**src/rtl/eafd_pkg.sv**
```systemverilog
package eafd_pkg;

	localparam int BYTE_W   = 8;
	localparam int LEN_W    = 16;
	localparam int IDX_W    = LEN_W + 1;
	localparam int PHASE_W  = 2;
	localparam int CFG_AW   = 8;
	localparam int CFG_DW   = 16;
	localparam int IN_W     = 8;
	localparam int OUT_W    = 48;

	localparam logic [BYTE_W-1:0] START_BYTE = 8'h7E;
	localparam logic [BYTE_W-1:0] ESC_BYTE   = 8'h7D;
	localparam logic [BYTE_W-1:0] ESC_XOR    = 8'h20;
	localparam logic [BYTE_W-1:0] SUM_GOOD   = 8'hFF;

	// index of the first payload byte (delimiter 0, length 1..2)
	localparam logic [IDX_W-1:0] PAYLOAD_IDX = 17'd3;

	localparam logic [PHASE_W-1:0] PH_HUNT = 2'd0;
	localparam logic [PHASE_W-1:0] PH_LENH = 2'd1;
	localparam logic [PHASE_W-1:0] PH_LENL = 2'd2;
	localparam logic [PHASE_W-1:0] PH_BODY = 2'd3;

	localparam logic [CFG_AW-1:0] REG_SAMPLE_TYPE   = 8'd0;
	localparam logic [CFG_AW-1:0] REG_SAMPLE_OFFSET = 8'd1;

	localparam logic [BYTE_W-1:0] RST_SAMPLE_TYPE   = 8'd146;
	localparam logic [LEN_W-1:0]  RST_SAMPLE_OFFSET = 16'd20;

	typedef struct packed {
		logic [BYTE_W-1:0] sample_type;
		logic [LEN_W-1:0]  sample_offset;
	} cfg_t;

	typedef struct packed {
		logic [LEN_W-1:0]  sample_value;
		logic              sample_valid;
		logic [LEN_W-1:0]  payload_length;
		logic [BYTE_W-1:0] frame_type;
		logic              checksum_good;
	} result_t;

endpackage

```
**src/rtl/eafd_cfg_regs.sv**
```systemverilog
module eafd_cfg_regs
	import eafd_pkg::*;
(
	input  logic              clk,
	input  logic              arst_n,
	input  logic              wr_en,
	input  logic [CFG_AW-1:0] wr_addr,
	input  logic [CFG_DW-1:0] wr_data,
	output cfg_t              cfg
);

	logic [BYTE_W-1:0] sample_type_q;
	logic [LEN_W-1:0]  sample_offset_q;

	always_ff @(posedge clk or negedge arst_n) begin
		if (!arst_n) begin
			sample_type_q   <= RST_SAMPLE_TYPE;
			sample_offset_q <= RST_SAMPLE_OFFSET;
		end else if (wr_en) begin
			unique case (wr_addr)
				REG_SAMPLE_TYPE:   sample_type_q   <= wr_data[BYTE_W-1:0];
				REG_SAMPLE_OFFSET: sample_offset_q <= wr_data[LEN_W-1:0];
				default: ;
			endcase
		end
	end

	assign cfg.sample_type   = sample_type_q;
	assign cfg.sample_offset = sample_offset_q;

endmodule

```
**src/rtl/eafd_in_stage.sv**
```systemverilog
module eafd_in_stage
	import eafd_pkg::*;
(
	input  logic              clk,
	input  logic              arst_n,
	input  logic              in_valid,
	output logic              in_ready,
	input  logic [BYTE_W-1:0] in_byte,
	input  logic              advance,
	output logic              valid_s1,
	output logic [BYTE_W-1:0] byte_s1
);

	logic              vld_s1;
	logic [BYTE_W-1:0] dat_s1;

	assign in_ready = !vld_s1 || advance;

	always_ff @(posedge clk or negedge arst_n) begin
		if (!arst_n) begin
			vld_s1 <= 1'b0;
		end else if (in_ready) begin
			vld_s1 <= in_valid;
		end
	end

	always_ff @(posedge clk) begin
		if (in_ready && in_valid) begin
			dat_s1 <= in_byte;
		end
	end

	assign valid_s1 = vld_s1;
	assign byte_s1  = dat_s1;

endmodule

```
**src/rtl/eafd_parser.sv**
```systemverilog
module eafd_parser
	import eafd_pkg::*;
(
	input  logic              clk,
	input  logic              arst_n,
	input  logic              in_valid,
	input  logic [BYTE_W-1:0] raw_byte,
	input  logic              take,
	input  cfg_t              cfg,
	output logic              emit,
	output result_t           res
);

	logic [PHASE_W-1:0] phase_q, phase_n;
	logic               esc_q, esc_n;
	logic [LEN_W-1:0]   len_q, len_n;
	logic [IDX_W-1:0]   idx_q, idx_n;
	logic [BYTE_W-1:0]  sum_q, sum_n;
	logic [BYTE_W-1:0]  type_q, type_n;
	logic [BYTE_W-1:0]  hi_q, hi_n;
	logic [BYTE_W-1:0]  lo_q, lo_n;

	logic [BYTE_W-1:0] b;
	logic              escaped;
	logic              data_ok;
	logic              frame_end;
	logic [IDX_W-1:0]  off_hi;
	logic [IDX_W-1:0]  off_lo;
	logic [IDX_W-1:0]  last_idx;
	logic              hit_hi;
	logic              hit_lo;
	logic              good;
	logic              fits;
	logic              valid;

	assign off_hi   = {1'b0, cfg.sample_offset};
	assign off_lo   = off_hi + 17'd1;
	assign last_idx = {1'b0, len_q} + PAYLOAD_IDX;
	assign hit_hi   = (idx_q == off_hi);
	assign hit_lo   = (idx_q == off_lo);

	always_comb begin
		phase_n   = phase_q;
		esc_n     = esc_q;
		len_n     = len_q;
		idx_n     = idx_q;
		sum_n     = sum_q;
		type_n    = type_q;
		hi_n      = hi_q;
		lo_n      = lo_q;
		b         = raw_byte;
		escaped   = 1'b0;
		data_ok   = 1'b0;
		frame_end = 1'b0;

		if (esc_q) begin
			esc_n   = 1'b0;
			b       = raw_byte ^ ESC_XOR;
			escaped = 1'b1;
			data_ok = 1'b1;
		end else if (raw_byte == ESC_BYTE) begin
			esc_n = 1'b1;
		end else begin
			data_ok = 1'b1;
		end

		if (data_ok) begin
			unique case (phase_q)
				PH_HUNT: begin
					// index is zero while hunting, so the hit tests see the delimiter
					if (!escaped && b == START_BYTE) begin
						sum_n   = '0;
						type_n  = '0;
						hi_n    = hit_hi ? b : '0;
						lo_n    = hit_lo ? b : '0;
						len_n   = '0;
						idx_n   = 17'd1;
						phase_n = PH_LENH;
					end
				end
				PH_LENH: begin
					if (hit_hi) hi_n = b;
					if (hit_lo) lo_n = b;
					len_n   = {b, 8'h00};
					idx_n   = 17'd2;
					phase_n = PH_LENL;
				end
				PH_LENL: begin
					if (hit_hi) hi_n = b;
					if (hit_lo) lo_n = b;
					len_n   = {len_q[LEN_W-1:BYTE_W], b};
					idx_n   = PAYLOAD_IDX;
					phase_n = PH_BODY;
				end
				PH_BODY: begin
					if (hit_hi) hi_n = b;
					if (hit_lo) lo_n = b;
					sum_n = sum_q + b;
					if (idx_q == PAYLOAD_IDX && len_q != '0) type_n = b;
					if (idx_q < last_idx) begin
						idx_n = idx_q + 17'd1;
					end else begin
						// checksum byte closes the frame
						frame_end = 1'b1;
						idx_n     = '0;
						phase_n   = PH_HUNT;
					end
				end
				default: phase_n = PH_HUNT;
			endcase
		end
	end

	assign good  = (sum_n == SUM_GOOD);
	assign fits  = (off_lo <= last_idx);
	assign valid = good && fits && (type_n == cfg.sample_type);

	assign emit               = in_valid && frame_end;
	assign res.checksum_good  = good;
	assign res.frame_type     = type_n;
	assign res.payload_length = len_q;
	assign res.sample_valid   = valid;
	assign res.sample_value   = valid ? {hi_n, lo_n} : '0;

	always_ff @(posedge clk or negedge arst_n) begin
		if (!arst_n) begin
			phase_q <= PH_HUNT;
			esc_q   <= 1'b0;
			len_q   <= '0;
			idx_q   <= '0;
			sum_q   <= '0;
			type_q  <= '0;
			hi_q    <= '0;
			lo_q    <= '0;
		end else if (take) begin
			phase_q <= phase_n;
			esc_q   <= esc_n;
			len_q   <= len_n;
			idx_q   <= idx_n;
			sum_q   <= sum_n;
			type_q  <= type_n;
			hi_q    <= hi_n;
			lo_q    <= lo_n;
		end
	end

`ifndef SYNTHESIS
	a_body_idx_range: assert property (@(posedge clk) disable iff (!arst_n)
		phase_q == PH_BODY |-> (idx_q >= PAYLOAD_IDX && idx_q <= last_idx))
		else $error("byte index outside frame body");

	a_hunt_idx_zero: assert property (@(posedge clk) disable iff (!arst_n)
		phase_q == PH_HUNT |-> idx_q == '0)
		else $error("byte index not cleared while hunting");

	a_emit_back_to_hunt: assert property (@(posedge clk) disable iff (!arst_n)
		(emit && take) |=> phase_q == PH_HUNT)
		else $error("frame end did not return to hunt");

	a_valid_needs_good: assert property (@(posedge clk) disable iff (!arst_n)
		emit |-> (!res.sample_valid || res.checksum_good))
		else $error("sample flagged valid on bad checksum");
`endif

endmodule

```
**src/rtl/eafd_out_stage.sv**
```systemverilog
module eafd_out_stage
	import eafd_pkg::*;
(
	input  logic             clk,
	input  logic             arst_n,
	input  logic             load,
	input  result_t          res,
	output logic             busy,
	output logic             out_valid,
	input  logic             out_ready,
	output logic [OUT_W-1:0] out_data
);

	logic             vld_q;
	logic [OUT_W-1:0] data_q;

	// full and not drained this cycle
	assign busy = vld_q && !out_ready;

	always_ff @(posedge clk or negedge arst_n) begin
		if (!arst_n) begin
			vld_q <= 1'b0;
		end else if (load) begin
			vld_q <= 1'b1;
		end else if (out_ready) begin
			vld_q <= 1'b0;
		end
	end

	always_ff @(posedge clk) begin
		if (load) begin
			data_q <= {6'b0, res.sample_value, res.sample_valid, res.payload_length,
				res.frame_type, res.checksum_good};
		end
	end

	assign out_valid = vld_q;
	assign out_data  = data_q;

endmodule

```
**src/rtl/escaped_api_frame_deframer_unit.sv**
```systemverilog
// Escaped API frame deframer: takes one raw serial byte per beat, strips 0x7D escapes
// (an escape may span any gap between beats), hunts for an unescaped 0x7E start byte,
// reads the 16-bit big-endian length, and after the checksum byte emits one result beat
// per frame with checksum status, frame type, length and the 16-bit sample found at the
// configured frame offset. Bad frames are reported, not dropped. A byte is taken every
// cycle, except that a frame-closing beat waits in the input register while the output
// register still holds an unaccepted result; each beat is held in the input register, and
// when a frame-closing beat moves on, its result is loaded into the output register. The
// per-byte state update between those two registers sets the one-byte-per-cycle rate.
// Register 0 holds the sample frame type, register 1 the sample offset; write them only
// while no frame data is in flight.
module escaped_api_frame_deframer_unit
	import eafd_pkg::*;
(
	input  logic              clk,
	input  logic              arst_n,
	input  logic              s_tvalid,
	output logic              s_tready,
	input  logic [IN_W-1:0]   s_tdata,   // [7:0] rx_byte
	output logic              m_tvalid,
	input  logic              m_tready,
	output logic [OUT_W-1:0]  m_tdata,   // [0] checksum_good, [8:1] frame_type,
	                                     // [24:9] payload_length, [25] sample_valid,
	                                     // [41:26] sample_value, [47:42] zero
	input  logic              cfg_valid,
	output logic              cfg_ready,
	input  logic [CFG_AW-1:0] cfg_addr,
	input  logic [CFG_DW-1:0] cfg_data
);

	cfg_t              cfg;
	result_t           res;
	logic              valid_s1;
	logic [BYTE_W-1:0] byte_s1;
	logic              emit;
	logic              out_busy;
	logic              advance;

	assign cfg_ready = 1'b1;

	// a beat that closes no frame moves on even when the output is full
	assign advance = valid_s1 && !(emit && out_busy);

	eafd_cfg_regs u_cfg (
		.clk     (clk),
		.arst_n  (arst_n),
		.wr_en   (cfg_valid && cfg_ready),
		.wr_addr (cfg_addr),
		.wr_data (cfg_data),
		.cfg     (cfg)
	);

	eafd_in_stage u_in (
		.clk      (clk),
		.arst_n   (arst_n),
		.in_valid (s_tvalid),
		.in_ready (s_tready),
		.in_byte  (s_tdata[BYTE_W-1:0]),
		.advance  (advance),
		.valid_s1 (valid_s1),
		.byte_s1  (byte_s1)
	);

	eafd_parser u_parser (
		.clk      (clk),
		.arst_n   (arst_n),
		.in_valid (valid_s1),
		.raw_byte (byte_s1),
		.take     (advance),
		.cfg      (cfg),
		.emit     (emit),
		.res      (res)
	);

	eafd_out_stage u_out (
		.clk       (clk),
		.arst_n    (arst_n),
		.load      (advance && emit),
		.res       (res),
		.busy      (out_busy),
		.out_valid (m_tvalid),
		.out_ready (m_tready),
		.out_data  (m_tdata)
	);

endmodule
```
**config.mk**
```make
export PLATFORM = sky130hd
export DESIGN_NAME = escaped_api_frame_deframer_unit
export DESIGN_NICKNAME = d
export VERILOG_FILES = /design/src/rtl/eafd_pkg.sv /design/src/rtl/eafd_cfg_regs.sv /design/src/rtl/eafd_in_stage.sv /design/src/rtl/eafd_parser.sv /design/src/rtl/eafd_out_stage.sv /design/src/rtl/escaped_api_frame_deframer_unit.sv
export SDC_FILE = /design/constraint.sdc
export NUM_CORES = 1
export LEC_CHECK = 0
export BUFFER_PORTS_ARGS = -buffer_cell sky130_fd_sc_hd__buf_2
export CAP_MARGIN = 0
export CORE_ASPECT_RATIO = 1.25
export CORE_MARGIN = 2
export CORE_UTILIZATION = 35
export CTS_BUF_LIST = sky130_fd_sc_hd__clkbuf_8 sky130_fd_sc_hd__clkbuf_16
export DETAILED_ROUTE_END_ITERATION = 16
export GPL_ROUTABILITY_DRIVEN = 0
export PLACE_DENSITY = 0.62
export SETUP_SLACK_MARGIN = 0.3
export SKIP_LAST_GASP = 1
export SYNTH_ARGS = -nofsm -noshare
export SYNTH_HDL_FRONTEND = slang
export SYNTH_SLANG_ARGS = --single-unit
```
**constraint.sdc**
```tcl
create_clock -name clk -period 4.35 [get_ports clk]
set_clock_uncertainty 0.15 [all_clocks]
set_input_delay 0.435 -clock clk [delete_from_list [all_inputs] [get_ports clk]]
set_output_delay 0.435 -clock clk [all_outputs]
set_load 0.05 [all_outputs]
```
==> results of run 1 <==
[registers in the layout, indices dropped and copies added (netlist names), 8 cells and up]
register,count
u_out.out_data,42
u_parser.idx_q,17
u_cfg.sample_offset_q,16
u_parser.len_q,16
u_cfg.sample_type_q,8
u_in.byte_s1,8
u_parser.hi_q,8
u_parser.lo_q,8
u_parser.sum_q,8
u_parser.type_q,8
[worst max-delay path, cell delays in order (launching register included)]
cell,delay [ns]
dfrtp_1,0.35
inv_1,0.07
ha_4,0.17
nor2_4,0.13
nand3_4,0.10
nor2_4,0.12
and4_4,0.25
and3_4,0.20
xnor2_2,0.07
ha_1,0.32
a21o_1,0.17
a21o_1,0.18
a21oi_2,0.20
and2_4,0.19
nor2_4,0.05
nand4b_1,0.13
buf_6,0.18
[worst paths after layout]
kind                                            from                      to  slack, ns
min reg2reg                       u_parser.type_q[7]      u_parser.type_q[7]       0.34
max in group asynchronous                     arst_n       u_parser.len_q[2]       3.11
min                                           arst_n  u_cfg.sample_type_q[2]      0.004
min in group clk                          s_tdata[3]         u_in.byte_s1[3]       0.02
max                                u_parser.len_q[1]                s_tready       0.44
max reg2reg                u_cfg.sample_offset_q[10]      u_out.out_data[29]       0.48
[cells in the mapped netlist, types with 13 or more instances]
cell      instances  area [um^2]
and3_1           28        175.2
inv_1            25        93.84
mux2_2           34        382.9
ha_1             47        588.1
xnor2_1          36        315.3
a21o_1           14        105.1
a22o_1           20        175.2
nor2_1           55        206.5
buf_2            13        65.06
a21oi_1          25        125.1
nand4_1          13        81.33
edfxtp_1         50         1501
nand2_1          75        281.5
dfrtp_1          89         2227
o21ai_0          51        255.2
xor2_1           28        245.2
nand3_1          24        120.1
clkbuf_1         24        90.09
[routing by layer]
layer | global-route usage, % | vias up
met5 | 0 | -
met4 | 9.098 | 0
met3 | 3.232 | 58
met2 | 33.31 | 179
met1 | 21.27 | 3418
li1 | - | 3313
[stage by stage]
stage               hold slack [ns]  setup slack (ns)  utilization [%]
floorplan                  -0.01059            0.3181                -
global placement             0.3083            0.2603            39.26
detailed placement           0.3232            0.1486            39.26
CTS                        0.001706            0.3026            42.52
global route               0.007073            0.2947            43.18
finish                     0.004107            0.4406            43.18
[logic make-up (layout without fill, tap and decap cells)]
group / count (synthesis) / count (layout) / synth area share [%]
xor+xnor: 64 / 64 / 6.395
simple gates: 278 / 278 / 17.81
mux: 45 / 45 / 5.624
compound gates: 185 / 185 / 14.76
flops: 144 / 144 / 44.03
fa+ha+maj: 48 / 48 / 6.937
buf+inv: 80 / 200 / 4.353
other cells: 2 / 7 / 0.08567
[cell type report]
class	count	area, um^2	area share [%]
multi-input combinational	627	4722	44.48
sequential	144	3861	36.37
timing repair buffer	143	925.9	8.722
clock buffer	17	425.4	4.008
tap	330	412.9	3.890
clock inverter	15	173.9	1.638
inverter	25	93.84	0.8840
[power groups by stage]
stage / Clock, mW / Combinational, mW / Sequential, mW
final: 1.49 / 1.30 / 1.76
after floorplan: 0 / 0.959 / 1.72
after global placement: 0 / 1.25 / 1.77
after global routing: 1.58 / 1.44 / 1.78
after CTS: 1.53 / 1.29 / 1.76
after detailed placement: 0 / 1.27 / 1.78
[what timing repair did]
| item | in CTS | in global routing |
|---|---|---|
| hold endpoints to repair | 6 | 0 |
| setup buffers | 7 | 7 |
| pin swaps | 7 | 13 |
| hold buffers | 6 | 0 |
| gates resized for setup | 20 | 25 |
| setup endpoints to repair | 56 | 60 |
==> impl_metrics.env, run 1 <==
export IMPL_slew_viol_final=0
export IMPL_diodes=0
export IMPL_synth_cells=846
export IMPL_wire_per_inst_um=18.43
export IMPL_crit_path_end_kind="output pin"
export IMPL_rsz0062_at_grt="yes"
export IMPL_grt_ovfl_total=0
export IMPL_syn_area_per_cell_um2=10.36
export IMPL_io_pins=88
export IMPL_vdd_drop_max_uv=314.7
export IMPL_wl_met1_mm=9.700
export IMPL_dp_cells=1249
export IMPL_clk_pin_slew_ns=0.07
export IMPL_first_pass_iters=5
export IMPL_hpwl_mm=17.76
export IMPL_cts_tree="done"
export IMPL_die_w_um=145.6
export IMPL_p_int_mw=3.064
export IMPL_routed_via_count=6968
export IMPL_port_buffers=80
export IMPL_route_met3_wl_um=865
export IMPL_antenna_found_initial=0
export IMPL_hp_class="in2async"
export IMPL_via_per_inst=5.356
export IMPL_nFillCells=2385
export IMPL_p_sw_share_pct=32.69
export IMPL_crit_type="reg2out"
export IMPL_place_area_mm2=0.009652
export IMPL_ys_ff_latch=144
export IMPL_tightest_slew_ns=0.9697
export IMPL_core_mm2=0.02458
export IMPL_grt_max_degree=72
export IMPL_fin_cells=1301
export IMPL_drtIter0Drc=501
export IMPL_clock_latency_ns=0.44
export IMPL_p_per_area_mw_per_mm2=428.9
export IMPL_critPathArrivalTime_ns=3.32
export IMPL_synth_edf_count=50
export IMPL_setup_tns_ns=0
export IMPL_final_cell_area_mm2=0.01062
export IMPL_finalSetupViolCount=0
export IMPL_grt_pass1_wl_mm=38.24
export IMPL_final_common_cell="dfrtp_1"
export IMPL_required_ns=3.76
export IMPL_status="finished clean"
export IMPL_relSlewSlack_pct=35.35
export IMPL_die_h_um=180.9
export IMPL_p_seq_share_pct=38.7
export IMPL_synth_area_mm2=0.008766
export IMPL_dieArea_mm2=0.02634
export IMPL_power_switching_mw=1.488
export IMPL_rr_worst_depth=12
export IMPL_ys_async_sr_fraction_pct=65.28
export IMPL_total_leakage_power_nw=4.711
export IMPL_final_net_count=1043
export IMPL_wl_met2_mm=12.47
export IMPL_p_total_mw=4.553
export IMPL_clockPowerShare_pct=32.8
export IMPL_ys_types=85
export IMPL_fmax_mhz=255.8
export IMPL_cts_sinks=144
export IMPL_layout_drive_gt1_share_pct=27.50
export IMPL_routed_wl_mm=23.98
export IMPL_cts_buffer_depth=2
export IMPL_ant_nets=0
export IMPL_start_util_pct=35.66
export IMPL_period_share_pct=89.87
export IMPL_cts_root_buf="clkbuf_16"
export IMPL_yosysSeqAreaShare_pct=44.03
export IMPL_layout_common_cells="dfrtp_1 (88), buf_2 (78), nand2_1 (74), buf_4 (55), edfxtp_1 (50)"
export IMPL_h_tree_depth=4
export IMPL_hold_viol=0
export IMPL_grt_total_usage_pct=18.55
export IMPL_grt_pass1_vias=7191
export IMPL_cp_max_fo=4
export IMPL_pwr_share_comb_pct=28.6
export IMPL_maxCapViolations=0
export IMPL_synth_top_flop_cell="dfrtp_1"
export IMPL_min_period_ns=3.909
export IMPL_startpoint_type="flip-flop"
export IMPL_dr_max_layer_used="met4"
export IMPL_cts_buffers=17
export IMPL_syn2layout_area_growth_pct=21.10
export IMPL_num_rows=64
export IMPL_yosys_warnings=0
export IMPL_drc=0
No activity file was read; power rests on OpenSTA's default activity.
==> run 2: changes to the inputs <==
--- a/config.mk
+++ b/config.mk
@@ -14,6 +14,7 @@
 export DETAILED_ROUTE_END_ITERATION = 16
 export GPL_ROUTABILITY_DRIVEN = 0
 export PLACE_DENSITY = 0.62
+export REMOVE_ABC_BUFFERS = 1
 export SETUP_SLACK_MARGIN = 0.3
 export SKIP_LAST_GASP = 1
 export SYNTH_ARGS = -nofsm -noshare
==> run 2 against run 1 <==
  * Power down 2.2%
  * Wire length is 1.2% lower
  * Non-clock buffer count is 13 lower
  * First-iteration DRC count decreased by 4.0%
  * Sequential cell count is the same
  * Sequential power about the same
  * Setup slack got worse by 0.028 ns
  * Count of clock-buffer cells in the layout up 1
  * Clock power shrank 5%
  * Maximum frequency is 0.70% lower
  * Worst hold slack got worse by 0.0027 ns
  * Critical path depth fell by 1
  * Critical path type unchanged
  * Critical endpoint unchanged
  * Largest cell class unchanged
  * Highest routed layer unchanged
==> impl_metrics.env, run 2 (synthesis gave the netlist of run 1 again) <==
export IMPL_grt_pass1_wl_mm=37.99
export IMPL_drtIter0Drc=481
export IMPL_cts_buffers=17
export IMPL_first_pass_iters=5
export IMPL_total_leakage_power_nw=4.642
export IMPL_clock_latency_ns=0.44
export IMPL_port_buffers=80
export IMPL_period_share_pct=90.50
export IMPL_grt_total_usage_pct=18.40
export IMPL_required_ns=3.76
export IMPL_grt_pass1_vias=6965
export IMPL_slowest_stage="dfrtp_1"
export IMPL_diodes=0
export IMPL_nFillCells=2369
export IMPL_hold_buffers=0
export IMPL_crit_path_end_kind="output pin"
export IMPL_core_mm2=0.02458
export IMPL_tightest_slew_ns=1.003
export IMPL_dieArea_mm2=0.02634
export IMPL_die_w_um=145.6
export IMPL_vdd_drop_max_uv=298.8
export IMPL_ant_nets=0
export IMPL_path_buf_inv=1
export IMPL_place_ws_ns=0.1184
export IMPL_start_util_pct=35.66
export IMPL_clk_pin_slew_ns=0.06
export IMPL_cts_tree="done"
export IMPL_slew_viol_final=0
export IMPL_cp_top_family="simple AND/OR/NAND/NOR gates"
export IMPL_setup_slack_ns=0.4131
export IMPL_critPathArrivalTime_ns=3.35
export IMPL_finalSetupViolCount=0
export IMPL_cts_sinks=144
export IMPL_grt_max_degree=75
export IMPL_wire_per_inst_um=18.38
export IMPL_status="finished clean"
export IMPL_setup_tns_ns=0
export IMPL_startpoint_type="flip-flop"
export IMPL_hold_viol=0
export IMPL_routed_wl_mm=23.68
export IMPL_layout_common_cells="dfrtp_1 (89), buf_2 (78), nand2_1 (74), nor2_1 (50), edfxtp_1 (50)"
export IMPL_p_total_mw=4.453
export IMPL_die_h_um=180.9
export IMPL_grt_ovfl_total=0
export IMPL_cts_root_buf="clkbuf_16"
export IMPL_routed_via_count=6902
export IMPL_layout_drive_gt1_share_pct=26.51
export IMPL_num_rows=64
export IMPL_cp_max_fo=6
export IMPL_crit_chain="nand2_1, nor2_4, nand3_2, nor2_4, and4_4, and3_4, xnor2_4, ha_4, a21o_1, a21o_1, a21oi_2, and2_4, nor2_4, nand4b_1, buf_6"
export IMPL_min_period_ns=3.937
export IMPL_final_common_cell="dfrtp_1"
export IMPL_maxCapViolations=0
export IMPL_via_per_inst=5.359
export IMPL_crit_type="reg2out"
export IMPL_drc=0
export IMPL_antenna_found_initial=0
export IMPL_p_per_area_mw_per_mm2=425.0
export IMPL_rsz0062_at_grt="yes"
export IMPL_io_pins=88
export IMPL_hpwl_mm=17.37
export IMPL_crit_top_cell="nor2_4"
export IMPL_fmax_mhz=254.0
export IMPL_h_tree_depth=4
export IMPL_final_net_count=1030
export IMPL_syn2layout_area_growth_pct=19.51
export IMPL_relSlewSlack_pct=33.16
export IMPL_cts_buffer_depth=2
export IMPL_largest_reg_flops=42
export IMPL_hp_class="in2async"
export IMPL_max_stage_delay_ns=0.46
## run 2: changes by cell type in the layout (fill, tap and decap cells not counted), sizes merged
cell / change
dlygate4sd3: -6
clkbuf: +1
bufinv: -1
buf: -7
clkinv: -2
inv: +2
## run 2: cell type report
cell class,count,area (um^2),area share [%]
well taps,330,412.9,3.941
inverters,25,93.84,0.8957
clock buffers,18,450.4,4.300
multi-input cells,627,4735,45.19
flip-flops and latches,144,3860,36.84
clock inverters,14,115.1,1.099
repair buffers,130,809.5,7.727
## run 2: per-layer routing
metal | vias up | share of wire (%) | track usage, %
li1 | 3286 | - | -
met1 | 3409 | 42 | 22.28
met2 | 158 | 51 | 31.66
met3 | 49 | 3.3 | 3.081
met4 | 0 | 3.7 | 9.176
met5 | - | 0 | 0
## run 2: what timing repair did
action                                  in CTS  in global routing
endpoints found under the setup margin      53                 75
setup buffers                                5                 11
cloned                                       0                  0
pin swaps                                    7                 19
gates resized for setup                     18                 25
## run 2: path summary, 6_finish.rpt
path                               startpoint                  endpoint  slack [ns]  cells past startpoint
max in group asynchronous              arst_n          u_parser.lo_q[2]        3.14                      2
min in group clk                   s_tdata[2]           u_in.byte_s1[2]        0.02                      1
setup reg to reg            u_parser.len_q[3]         u_parser.sum_q[2]        0.51                     17
hold / removal                         arst_n  u_cfg.sample_offset_q[8]       0.001                      1
hold reg to reg            u_parser.type_q[2]        u_parser.type_q[2]        0.32                      2
setup / recovery            u_parser.len_q[3]                  s_tready        0.41                     15
## run 2: per-stage QoR
stage               hold WS (ns)  instance area, um^2  instances  utilization (%)
floorplan               -0.01059                 8497        796                -
global placement          0.3087                 9582       1240            38.98
detailed placement        0.3143                 9582       1240            38.98
CTS                     0.002495                10260       1277            41.72
global route            0.002614                10480       1288            42.61
finish                  0.001438                10480       1288            42.61
## run 2: power by group
part           internal (mW)  switching [mW]
logic                  0.588           0.671
clock network          0.818           0.598
registers               1.59           0.182
